==> src/design/stsid_pkg.sv <==
package stsid_pkg;

    localparam int DEFAULT_TABLE_DEPTH = 16;

    localparam int KEY_W    = 32;
    localparam int RANGE_W  = 4;
    localparam int CAP_W    = 5;
    localparam int STATUS_W = 2;
    localparam int INDEX_W  = 4;
    localparam int TOTAL_W  = 5;
    localparam int ACTION_W = 2;

    localparam int S_TDATA_W = 40;
    localparam int M_TDATA_W = 16;

    localparam logic [CAP_W-1:0] CAP_RESET = 5'd16;

    typedef enum logic [ACTION_W-1:0] {
        ACT_SEARCH = 2'd0,
        ACT_INSERT = 2'd1,
        ACT_DELETE = 2'd2,
        ACT_NOP    = 2'd3
    } action_t;

    typedef enum logic [STATUS_W-1:0] {
        STAT_DONE      = 2'd0,
        STAT_NOT_FOUND = 2'd1,
        STAT_FULL      = 2'd2
    } status_t;

    typedef enum logic [1:0] {
        ST_IDLE,
        ST_STEP,
        ST_SHIFT,
        ST_EMIT
    } state_t;

    typedef struct packed {
        logic load;
        logic step;
        logic shift;
        logic emit;
    } cmd_t;

    typedef struct packed {
        logic step_done;
        logic need_shift;
        logic out_busy;
    } sts_t;

endpackage

==> src/design/stsid_ctrl.sv <==
module stsid_ctrl (
    input  logic          aclk,
    input  logic          aresetn,
    input  logic          s_tvalid,
    output logic          s_tready,
    input  stsid_pkg::sts_t sts,
    output stsid_pkg::cmd_t cmd
);
    import stsid_pkg::*;

    state_t state_reg, state_next;

    always_ff @(posedge aclk) begin
        if (!aresetn) begin
            state_reg <= ST_IDLE;
        end else begin
            state_reg <= state_next;
        end
    end

    always_comb begin
        state_next = state_reg;
        unique case (state_reg)
            ST_IDLE: begin
                if (s_tvalid) state_next = ST_STEP;
            end
            ST_STEP: begin
                if (sts.step_done) state_next = sts.need_shift ? ST_SHIFT : ST_EMIT;
            end
            ST_SHIFT: begin
                state_next = ST_EMIT;
            end
            ST_EMIT: begin
                if (!sts.out_busy) state_next = ST_IDLE;
            end
            default: begin
                state_next = ST_IDLE;
            end
        endcase
    end

    always_comb begin
        cmd      = '0;
        s_tready = 1'b0;
        unique case (state_reg)
            ST_IDLE: begin
                s_tready = 1'b1;
                cmd.load = s_tvalid;
            end
            ST_STEP: begin
                cmd.step = 1'b1;
            end
            ST_SHIFT: begin
                cmd.shift = 1'b1;
            end
            ST_EMIT: begin
                cmd.emit = !sts.out_busy;
            end
            default: begin
                cmd = '0;
            end
        endcase
    end

endmodule

==> src/design/stsid_dp.sv <==
module stsid_dp #(
    parameter int TABLE_DEPTH = stsid_pkg::DEFAULT_TABLE_DEPTH
) (
    input  logic                              aclk,
    input  logic                              aresetn,
    input  logic                              cfg_wr_en,
    input  logic [stsid_pkg::CAP_W-1:0]       cfg_wr_data,
    input  logic [stsid_pkg::S_TDATA_W-1:0]   s_tdata,
    input  logic [stsid_pkg::ACTION_W-1:0]    s_tuser,
    output logic                              m_tvalid,
    input  logic                              m_tready,
    output logic [stsid_pkg::M_TDATA_W-1:0]   m_tdata,
    input  stsid_pkg::cmd_t                   cmd,
    output stsid_pkg::sts_t                   sts
);
    import stsid_pkg::*;

    localparam int IDX_W = $clog2(TABLE_DEPTH);
    localparam int CNT_W = $clog2(TABLE_DEPTH + 1);
    localparam int PW    = (CNT_W > CAP_W) ? CNT_W : CAP_W;

    logic signed [KEY_W-1:0] entries_reg [TABLE_DEPTH];
    logic signed [KEY_W-1:0] up_src [TABLE_DEPTH];
    logic signed [KEY_W-1:0] dn_src [TABLE_DEPTH];

    logic [CNT_W-1:0]        count_reg;
    logic [CAP_W-1:0]        cap_reg;
    action_t                 act_reg;
    logic signed [KEY_W-1:0] key_reg;
    logic                    full_reg;
    logic [PW-1:0]           lo_reg, end_reg, idx_reg;
    status_t                 res_status_reg;

    logic                    m_tvalid_reg;
    logic [M_TDATA_W-1:0]    m_tdata_reg;

    logic [PW-1:0]           cnt, cap_eff, sh_end, lo_init, end_init;
    logic [PW:0]             mid_sum;
    logic [PW-1:0]           mid;
    logic signed [KEY_W-1:0] mid_val;
    logic                    empty_range, hit, is_insert;
    action_t                 s_act;
    logic signed [KEY_W-1:0] s_key;
    logic [RANGE_W-1:0]      s_low, s_high;

    assign s_act  = action_t'(s_tuser);
    assign s_key  = s_tdata[KEY_W-1:0];
    assign s_low  = s_tdata[KEY_W +: RANGE_W];
    assign s_high = s_tdata[KEY_W+RANGE_W +: RANGE_W];

    assign cnt     = PW'(count_reg);
    assign cap_eff = (PW'(cap_reg) < PW'(TABLE_DEPTH)) ? PW'(cap_reg) : PW'(TABLE_DEPTH);
    assign sh_end  = PW'(s_high) + PW'(1);

    always_comb begin
        lo_init  = '0;
        end_init = cnt;
        if (s_act == ACT_SEARCH) begin
            lo_init  = PW'(s_low);
            end_init = (sh_end < cnt) ? sh_end : cnt;
        end
    end

    // midpoint of [lo, end-1], rounded down
    assign mid_sum     = {1'b0, lo_reg} + {1'b0, end_reg} - (PW + 1)'(1);
    assign mid         = mid_sum[PW:1];
    assign mid_val     = entries_reg[mid[IDX_W-1:0]];
    assign empty_range = !(lo_reg < end_reg);
    assign hit         = (mid_val == key_reg);
    assign is_insert   = (act_reg == ACT_INSERT);

    always_comb begin
        sts.out_busy   = m_tvalid_reg && !m_tready;
        sts.step_done  = 1'b0;
        sts.need_shift = 1'b0;
        priority if (act_reg == ACT_NOP) begin
            sts.step_done = 1'b1;
        end else if (is_insert && full_reg) begin
            sts.step_done = 1'b1;
        end else if (empty_range) begin
            sts.step_done  = 1'b1;
            sts.need_shift = is_insert;
        end else if (!is_insert && hit) begin
            sts.step_done  = 1'b1;
            sts.need_shift = (act_reg == ACT_DELETE);
        end else begin
            sts.step_done = 1'b0;
        end
    end

    always_ff @(posedge aclk) begin
        if (!aresetn) begin
            cap_reg <= CAP_RESET;
        end else if (cfg_wr_en) begin
            cap_reg <= cfg_wr_data;
        end
    end

    always_ff @(posedge aclk) begin
        if (cmd.load) begin
            act_reg  <= s_act;
            key_reg  <= s_key;
            full_reg <= !(cnt < cap_eff);
            lo_reg   <= lo_init;
            end_reg  <= end_init;
        end else if (cmd.step) begin
            if (sts.step_done) begin
                if (act_reg == ACT_NOP) begin
                    res_status_reg <= STAT_DONE;
                    idx_reg        <= '0;
                end else if (is_insert && full_reg) begin
                    res_status_reg <= STAT_FULL;
                    idx_reg        <= '0;
                end else if (empty_range && is_insert) begin
                    res_status_reg <= STAT_DONE;
                    idx_reg        <= lo_reg;
                end else if (empty_range) begin
                    res_status_reg <= STAT_NOT_FOUND;
                    idx_reg        <= '0;
                end else begin
                    res_status_reg <= STAT_DONE;
                    idx_reg        <= mid;
                end
            end else if (mid_val > key_reg) begin
                end_reg <= mid;
            end else begin
                lo_reg <= mid + PW'(1);
            end
        end
    end

    always_ff @(posedge aclk) begin
        if (!aresetn) begin
            count_reg <= '0;
        end else if (cmd.shift) begin
            if (is_insert) begin
                count_reg <= count_reg + CNT_W'(1);
            end else begin
                count_reg <= count_reg - CNT_W'(1);
            end
        end
    end

    for (genvar i = 0; i < TABLE_DEPTH; i++) begin : g_cell
        if (i == 0) begin : g_first
            assign up_src[i] = key_reg;
        end else begin : g_up
            assign up_src[i] = entries_reg[i-1];
        end
        if (i == TABLE_DEPTH - 1) begin : g_last
            assign dn_src[i] = key_reg;
        end else begin : g_dn
            assign dn_src[i] = entries_reg[i+1];
        end

        always_ff @(posedge aclk) begin
            if (cmd.shift) begin
                if (is_insert) begin
                    if (PW'(i) == idx_reg) begin
                        entries_reg[i] <= key_reg;
                    end else if (PW'(i) > idx_reg && PW'(i) <= cnt) begin
                        entries_reg[i] <= up_src[i];
                    end
                end else if (PW'(i) >= idx_reg && (PW'(i) + PW'(1)) < cnt) begin
                    entries_reg[i] <= dn_src[i];
                end
            end
        end
    end

    always_ff @(posedge aclk) begin
        if (!aresetn) begin
            m_tvalid_reg <= 1'b0;
        end else if (cmd.emit) begin
            m_tvalid_reg <= 1'b1;
        end else if (m_tready) begin
            m_tvalid_reg <= 1'b0;
        end
    end

    always_ff @(posedge aclk) begin
        if (cmd.emit) begin
            m_tdata_reg <= M_TDATA_W'({TOTAL_W'(count_reg), INDEX_W'(idx_reg),
                                       res_status_reg});
        end
    end

    assign m_tvalid = m_tvalid_reg;
    assign m_tdata  = m_tdata_reg;

endmodule

==> src/design/sorted_table_search_insert_delete.sv <==
// Sorted table of signed 32-bit keys held in a row of shift cells, with a fill count.
// s_tuser selects the operation (0 search, 1 insert, 2 delete, 3 no-op); s_tdata
// carries key, search_low and search_high. Search clamps its range to the filled
// entries; insert places the key after equal entries and is refused with status 2
// once the count reaches min(capacity_limit, TABLE_DEPTH); delete removes the entry
// a full-table binary search finds. One result word per input word. Each word is loaded,
// then takes binary-search steps (one table read and one 32-bit compare per cycle), then a
// shift for a successful insert or delete, then an output step. One word is in work at
// a time; the output register lets the next word be accepted while a result waits.
// capacity_limit may be written only while the block is idle.
module sorted_table_search_insert_delete #(
    parameter int TABLE_DEPTH = stsid_pkg::DEFAULT_TABLE_DEPTH
) (
    input  logic                             aclk,
    input  logic                             aresetn,
    input  logic                             cfg_wr_en,
    input  logic [stsid_pkg::CAP_W-1:0]      cfg_wr_data,   // capacity_limit
    input  logic                             s_tvalid,
    output logic                             s_tready,
    input  logic [stsid_pkg::S_TDATA_W-1:0]  s_tdata,       // key, search_low, search_high
    input  logic [stsid_pkg::ACTION_W-1:0]   s_tuser,       // action
    output logic                             m_tvalid,
    input  logic                             m_tready,
    output logic [stsid_pkg::M_TDATA_W-1:0]  m_tdata        // status, result_index, entry_total
);
    import stsid_pkg::*;

    cmd_t cmd;
    sts_t sts;

    stsid_ctrl u_ctrl (
        .aclk     (aclk),
        .aresetn  (aresetn),
        .s_tvalid (s_tvalid),
        .s_tready (s_tready),
        .sts      (sts),
        .cmd      (cmd)
    );

    stsid_dp #(
        .TABLE_DEPTH (TABLE_DEPTH)
    ) u_dp (
        .aclk        (aclk),
        .aresetn     (aresetn),
        .cfg_wr_en   (cfg_wr_en),
        .cfg_wr_data (cfg_wr_data),
        .s_tdata     (s_tdata),
        .s_tuser     (s_tuser),
        .m_tvalid    (m_tvalid),
        .m_tready    (m_tready),
        .m_tdata     (m_tdata),
        .cmd         (cmd),
        .sts         (sts)
    );

endmodule

==> config.mk <==
export PLATFORM = sky130hd
export DESIGN_NAME = sorted_table_search_insert_delete
export DESIGN_NICKNAME = d
export VERILOG_FILES = /design/src/design/stsid_pkg.sv /design/src/design/stsid_ctrl.sv /design/src/design/stsid_dp.sv /design/src/design/sorted_table_search_insert_delete.sv
export SDC_FILE = /design/constraint.sdc
export NUM_CORES = 1
export LEC_CHECK = 0
export BUFFER_PORTS_ARGS = -buffer_cell sky130_fd_sc_hd__buf_2
export CORE_UTILIZATION = 45
export CTS_CLUSTER_DIAMETER = 40
export DETAILED_ROUTE_END_ITERATION = 8
export GPL_ROUTABILITY_DRIVEN = 0
export PLACE_DENSITY = 0.7
export SLEW_MARGIN = 20
export SYNTH_ARGS = -nofsm -noshare
export SYNTH_HDL_FRONTEND = slang
export SYNTH_SLANG_ARGS = --single-unit
==> constraint.sdc <==
create_clock -name aclk -period 7.2 [get_ports aclk]
set_clock_uncertainty 0.2 [all_clocks]
set_input_delay 0.36 -clock aclk [delete_from_list [all_inputs] [get_ports aclk]]
set_output_delay 0.36 -clock aclk [all_outputs]
set_load 0.005 [all_outputs]
# After elaboration in Yosys (flattened, before gate mapping)
# Memories as Yosys holds them, arrays and structs flattened.
# Index checks and enable logic that the tools add are counted.
[totals]
latchBits = 0
inputBits = 52
ram_bits = 512
memories = 1
out_inout_bits = 18
romBits = 0
reg_bits = 76
elab_cells = 479
[memory_table]
columns = ["memory", "words", "width", "rd", "rd_clocked_by_memory_dff", "wr", "line", "rtl"]
rows = [
  ["u_dp.entries_reg", 16, 32, 17, 0, 16, "stsid_dp.sv:22", "logic signed [KEY_W-1:0] entries_reg [TABLE_DEPTH];"],
]
[op_classes]
n_mul = 0
addsub = 6
eq_ne = 27
div = 0
shifts = 0
magnitude_cmp = 69
n_reduce_logical = 53
n_bitwise = 33
muxes = 277
[op_table]
columns = ["operator", "count"]
rows = [
  ["32-bit 2-to-1 mux", 32],
  ["1-bit 2-to-1 mux", 223],
  ["5-bit 2-to-1 mux", 14],
  ["4-bit by 5-bit equality test with 1-bit output, first input constant", 8],
  ["4-bit by 5-bit greater-or-equal comparator with 1-bit output, first input constant", 8],
  ["4-bit by 5-bit greater-than comparator with 1-bit output, first input constant", 8],
  ["4-bit by 5-bit <= comparator with 1-bit output, first input constant", 8],
  ["4-bit by 5-bit less-than comparator with 1-bit output, first input constant", 8],
  ["1-bit logical AND", 36],
  ["32-bit equality test", 1],
  ["32-bit greater-than comparator", 1],
  ["1-bit bitwise OR", 32],
  ["3-bit by 5-bit equality test with 1-bit output, first input constant", 4],
  ["3-bit by 5-bit greater-or-equal comparator with 1-bit output, first input constant", 4],
  ["3-bit by 5-bit greater-than comparator with 1-bit output, first input constant", 4],
  ["3-bit by 5-bit <= comparator with 1-bit output, first input constant", 4],
  ["3-bit by 5-bit less-than comparator with 1-bit output, first input constant", 4],
  ["5-bit less-than comparator", 3],
  ["2-bit 2-to-1 mux", 6],
  ["3-bit AND reduction", 4],
  ["5-bit by 1-bit adder with 5-bit output, second input constant", 2],
  ["2-bit by 5-bit equality test with 1-bit output, first input constant", 2],
  ["1-bit by 5-bit greater-or-equal comparator with 1-bit output, first input constant", 2],
  ["2-bit by 5-bit greater-or-equal comparator with 1-bit output, first input constant", 2],
  ["25 further kinds", 45],
]

# Depth between registers and ports, before layout
# An unclocked memory read counts as a cell.
[depth]
word_depth = 12
mapped_depth = 19
ltp_nobuf = 17

# By module
# From an unflattened synthesis, not the netlist that was laid out.
[hier_totals]
cells_unflattened = 3019
hier_area_um2 = 34363.0
[modules_own_cells]
columns = ["module", "area_each_um2", "cells_each", "seq_area_each_um2", "instances"]
rows = [
  ["stsid_dp", 34174.0, 2997, 17486.8, 1],
  ["stsid_ctrl", 188.9, 22, 40.0, 1],
]

# Least setup slack after synthesis
# No wires, ideal clock.
[synth_timing]
kind = "flip-flop to flip-flop"
start = "reg u_dp.idx_reg[2]"
end = "mem u_dp.entries_reg[6][0] (enable)"
path_buffers = 1
stages_incl_launch_ff = 4
setup_time_ps = 533
arrival_time_ps = 4711
setup_slack_ps = 1755
cell_sequence = "edfxtp_1 > clkbuf_1 > nand4b_1 > o311ai_0"
[synth_rtl]
columns = ["item", "line", "rtl"]
rows = [
  ["from (decl)", "stsid_dp.sv:31", "logic [PW-1:0] lo_reg, end_reg, idx_reg;"],
  ["from (signal assigned)", "stsid_dp.sv:116", "idx_reg <= lo_reg;"],
  ["from (signal assigned)", "stsid_dp.sv:122", "idx_reg <= mid;"],
  ["to (decl)", "stsid_dp.sv:22", ""],
]

# Worst setup path in the final report
[layout_timing]
start = "reg u_dp.lo_reg[2]"
end = "reg u_dp.lo_reg[2] (enable)"
[layout_between]
elab_chain_len = 11
[layout_rtl]
columns = ["item", "line", "rtl"]
rows = [
  ["from (decl)", "stsid_dp.sv:31", ""],
  ["from (signal assigned)", "stsid_dp.sv:104", "lo_reg <= lo_init;"],
  ["from (signal assigned)", "stsid_dp.sv:127", "lo_reg <= mid + PW'(1);"],
  ["5-bit by 5-bit adder with 6-bit output", "stsid_dp.sv:65", "assign mid_sum = {1'b0, lo_reg} + {1'b0, end_reg} - (PW + 1)'(1);"],
  ["6-bit by 1-bit subtractor with 6-bit output", "stsid_dp.sv:65", ""],
  ["memory read 16 x 32 bit", "--", ""],
  ["32-bit equality test", "stsid_dp.sv:69", "assign hit = (mid_val == key_reg);"],
  ["1-bit logical AND", "stsid_dp.sv:83", "end else if (!is_insert && hit) begin"],
  ["1-bit 2-to-1 mux", "stsid_dp.sv:83", ""],
  ["2-bit 2-to-1 mux", "stsid_dp.sv:80", "end else if (empty_range) begin"],
  ["1-bit 2-to-1 mux", "stsid_dp.sv:78", "end else if (is_insert && full_reg) begin"],
  ["1-bit 2-to-1 mux", "stsid_dp.sv:76", "priority if (act_reg == ACT_NOP) begin"],
  ["2-bit != test (no source line)", "--", ""],
  ["3-bit AND reduction (no source line) *", "--", ""],
]
# Every way passes the cells marked *; elsewhere a longest branch is shown, timed or not.
# A chain may end at the register's enable or synchronous reset.

==> out/metrics.cfg <==
[finish]
area_growth_pct=15.00
diodes=0
largest_reg_flops=512
utilization=0.5253
final_net_count=3061
nFillCells=6369
layout-drive-gt1-share=0.1850
stdcell_count=4062
final_area_sq_um=40030

[synth]
yosys_register_bits=588
yosys-top-cells-count=edfxtp_1, mux2i_1, nand2_1, nor2_1, a21oi_1
seq_area_frac_synth=0.5035
synth_most_common_cell=edfxtp_1
synthCells=2929
synth_area_per_cell_sq_um=11.88
synth-async-reset-ratio=0
yosys_warnings=0
yosys.area.top_type=edfxtp_1
yosysUniqueCellTypes=78
synth_area_sq_um=34810
ys_top_cells_by_area=edfxtp_1, mux2i_1, mux4_2, a21oi_1, o21ai_0
synth.top_cell.area_share=0.4961
synth_edf_count=575
synth_ff_type=edfxtp_1

[grt]
grt_max_degree=66
grt-ovfl-total=0
antenna_found_initial=1
grt_first_pass_wirelength_um=165400
grt_pass1_vias=25570
grt_usage=0.2840

[power]
p_per_area_nw_per_um2=561.2
leakagePower_nw=14.54
irDropWorstVdd_mv=0.9305

[worst_hold_path]
hold_path_end=u_dp.end_reg[0]$_DFFE_PP_
hold_path_class=input port to register
hold_depth=3
worstHoldStart=s_tdata[36]

[timing]
final_hold_viol_count=0
rsz0062_at_grt=false
finalSetupViolCount=0
maxSlewHeadroom=0.2591
tightest_slew_ps=1111
finalWorstSetupSlack_ps=902.6
fin_tns_setup_ps=0
finalCritPeriodShare=0.8746
finalCriticalPeriod_ps=6297
final_max_slew_viol_count=0
fmax_mhz=158.8

[run_status]
outcome=finished, final reports clean

[place]
dpl.hpwl_um=58560
pre_cts_ws_ps=1128
place_inst=3812
dpl-instance-area_sq_um=35900
portBuffers=64

[clock_tree]
h-tree-depth=3
clk_pin_slew_ps=50
cts_tree=built
insertion_delay_ps=650
post_cts.repair.setup_buffers=0
root_buffer=clkbuf_16
numCtsBuffers=104
clock-sinks=588
cts_buffer_depth=3

[setup_path]
critPathBufInv=2
critPathKind=register to register
reg2reg_setup_slack_ps=900
reg2reg_depth=17
worstSetupStartpointType=register
worstPathCellList=inv_1 > ha_1 > xor2_1 > ha_4 > o21bai_1 > xor2_4 > buf_12 > mux4_2 > mux2i_1 > mux2i_1 > ha_1 > nand4_1 > nor2_1 > nand3_1 > and3_1 > a221o_1 > a21oi_1
reg2reg_from=u_dp.lo_reg[2]$_DFFE_PP_
critPathArrivalTime_ps=6370
cp_slowest_stage_delay_ps=620
cp.required_ps=7280
path_max_fanout=63
worstSetupEndpointType=register
crit_family=simple AND/OR/NAND/NOR gates
r2r_end=u_dp.lo_reg[2]$_DFFE_PP_
cp_slowest_cell=xor2_4

[floorplanning]
die_h_um=280.1
die_w_um=280.1
rows=101
core_sq_um=76200
ios=70
start_util=0.4568
die_area_sq_um=78460

[detailed_routing]
vias_per_cell=6.374
drt_iter0_drc=3316
drc_errors=0
wl_um=111800
dr.pass1.iters=6
ant_nets=0
via_count=25890
wl_per_cell_um=27.53

[run]
drv_cap=0

[kinds of logic after synthesis]
group	count (synthesis)	share of synthesized area
AOI/OAI and AO/OA	559	0.08627
other	1	0.0001077
and+or+nand+nor	630	0.07542
muxes	736	0.2625
buffers and inverters	336	0.04479
DFF	588	0.5035
adders and majority gates	65	0.02333
xor gates and xnor gates	14	0.004062
[power by group]
part / internal [mW] / switching [mW] / total (mW)
Clock: 3.17 / 1.85 / 5.01
Combinational: 6.06 / 6.89 / 13.0
Sequential: 4.18 / 0.320 / 4.50
Total: 13.4 / 9.06 / 22.5
[worst max path at each step]
stage	cells after the start	slack [ps]	to	startpoint
floorplan	3	1760	u_dp.entries_reg[6][0]$_DFFE_PP_	u_dp.idx_reg[2]$_SDFFCE_PP0P_
global placement	17	1290	u_dp.lo_reg[4]$_SDFFCE_PP0P_	u_dp.lo_reg[2]$_DFFE_PP_
detailed placement	17	1130	u_dp.lo_reg[3]$_DFFE_PP_	u_dp.lo_reg[2]$_DFFE_PP_
CTS	18	1100	u_ctrl.state_reg[1]$_SDFFE_PN0P_	u_dp.lo_reg[2]$_DFFE_PP_
global route	18	630	u_ctrl.state_reg[1]$_SDFFE_PN0P_	u_dp.lo_reg[2]$_DFFE_PP_
finish	17	900	u_dp.lo_reg[2]$_DFFE_PP_	u_dp.lo_reg[2]$_DFFE_PP_
[area by class of cell]
cell class	count	area (sq um)	area share
Sequential cell	588	17530	0.4379
Multi-Input combinational cell	2009	16040	0.4007
Clock buffer	110	2646	0.06611
Timing Repair Buffer	179	1376	0.03438
Tap cell	1030	1289	0.03220
Clock inverter	83	913.4	0.02282
Inverter	63	236.5	0.005908
[placed cells by master, fill, tap and decap left out, types with 8 or more instances in the layout]
cell type      netlist  layout
a21oi_1            250     250
and2_1              11      10
buf_2               42      64
buf_4               36      54
bufinv_16            0      13
clkbuf_16            0     105
clkinv_1             1       8
clkinv_2             0      15
clkinv_4             0      16
clkinvlp_4           0      13
dfxtp_1             13      13
dlygate4sd3_1        0      57
edfxtp_1           575     575
ha_1                64      62
inv_1               60      60
inv_6                0      11
mux2_2              65      65
mux2i_1            537     537
mux4_2             131     131
nand2_1            275     271
nand2b_1            11      10
nand3_1             20      11
nand4_1             12      12
nor2_1             254     252
nor2b_1             11      10
o21ai_0            238     236
o21ai_1             19      19
xnor2_1              9       9
[what timing repair did]
action                                 4_1_cts  5_1_grt
resized for setup                            0        0
endpoints found under the hold margin       51        0
setup endpoints to repair                    0        0
hold buffers                                57        0
[metal layers]
layer | share of wire | vias up | GRT usage
li1 | - | 10990 | -
met1 | 0.38 | 12750 | 0.3748
met2 | 0.46 | 1768 | 0.4405
met3 | 0.12 | 378 | 0.06812
met4 | 0.048 | 2 | 0.1338
met5 | 0.00012 | - | 0
[per-stage QoR]
step           hold WS (ps)  total power [mW]
3_5_place_dp          260.4             17.28
5_1_grt               111.2             23.56
6_report              128.8             22.46
3_3_place_gp          267.1             16.87
4_1_cts               94.65             22.36
2_1_floorplan         200.3             14.31
[worst min-delay path, stage by stage]
cell and delay (ps):
buf_2 130, mux2i_1 150, mux2_2 210
Power figures use the tool's default switching activity.
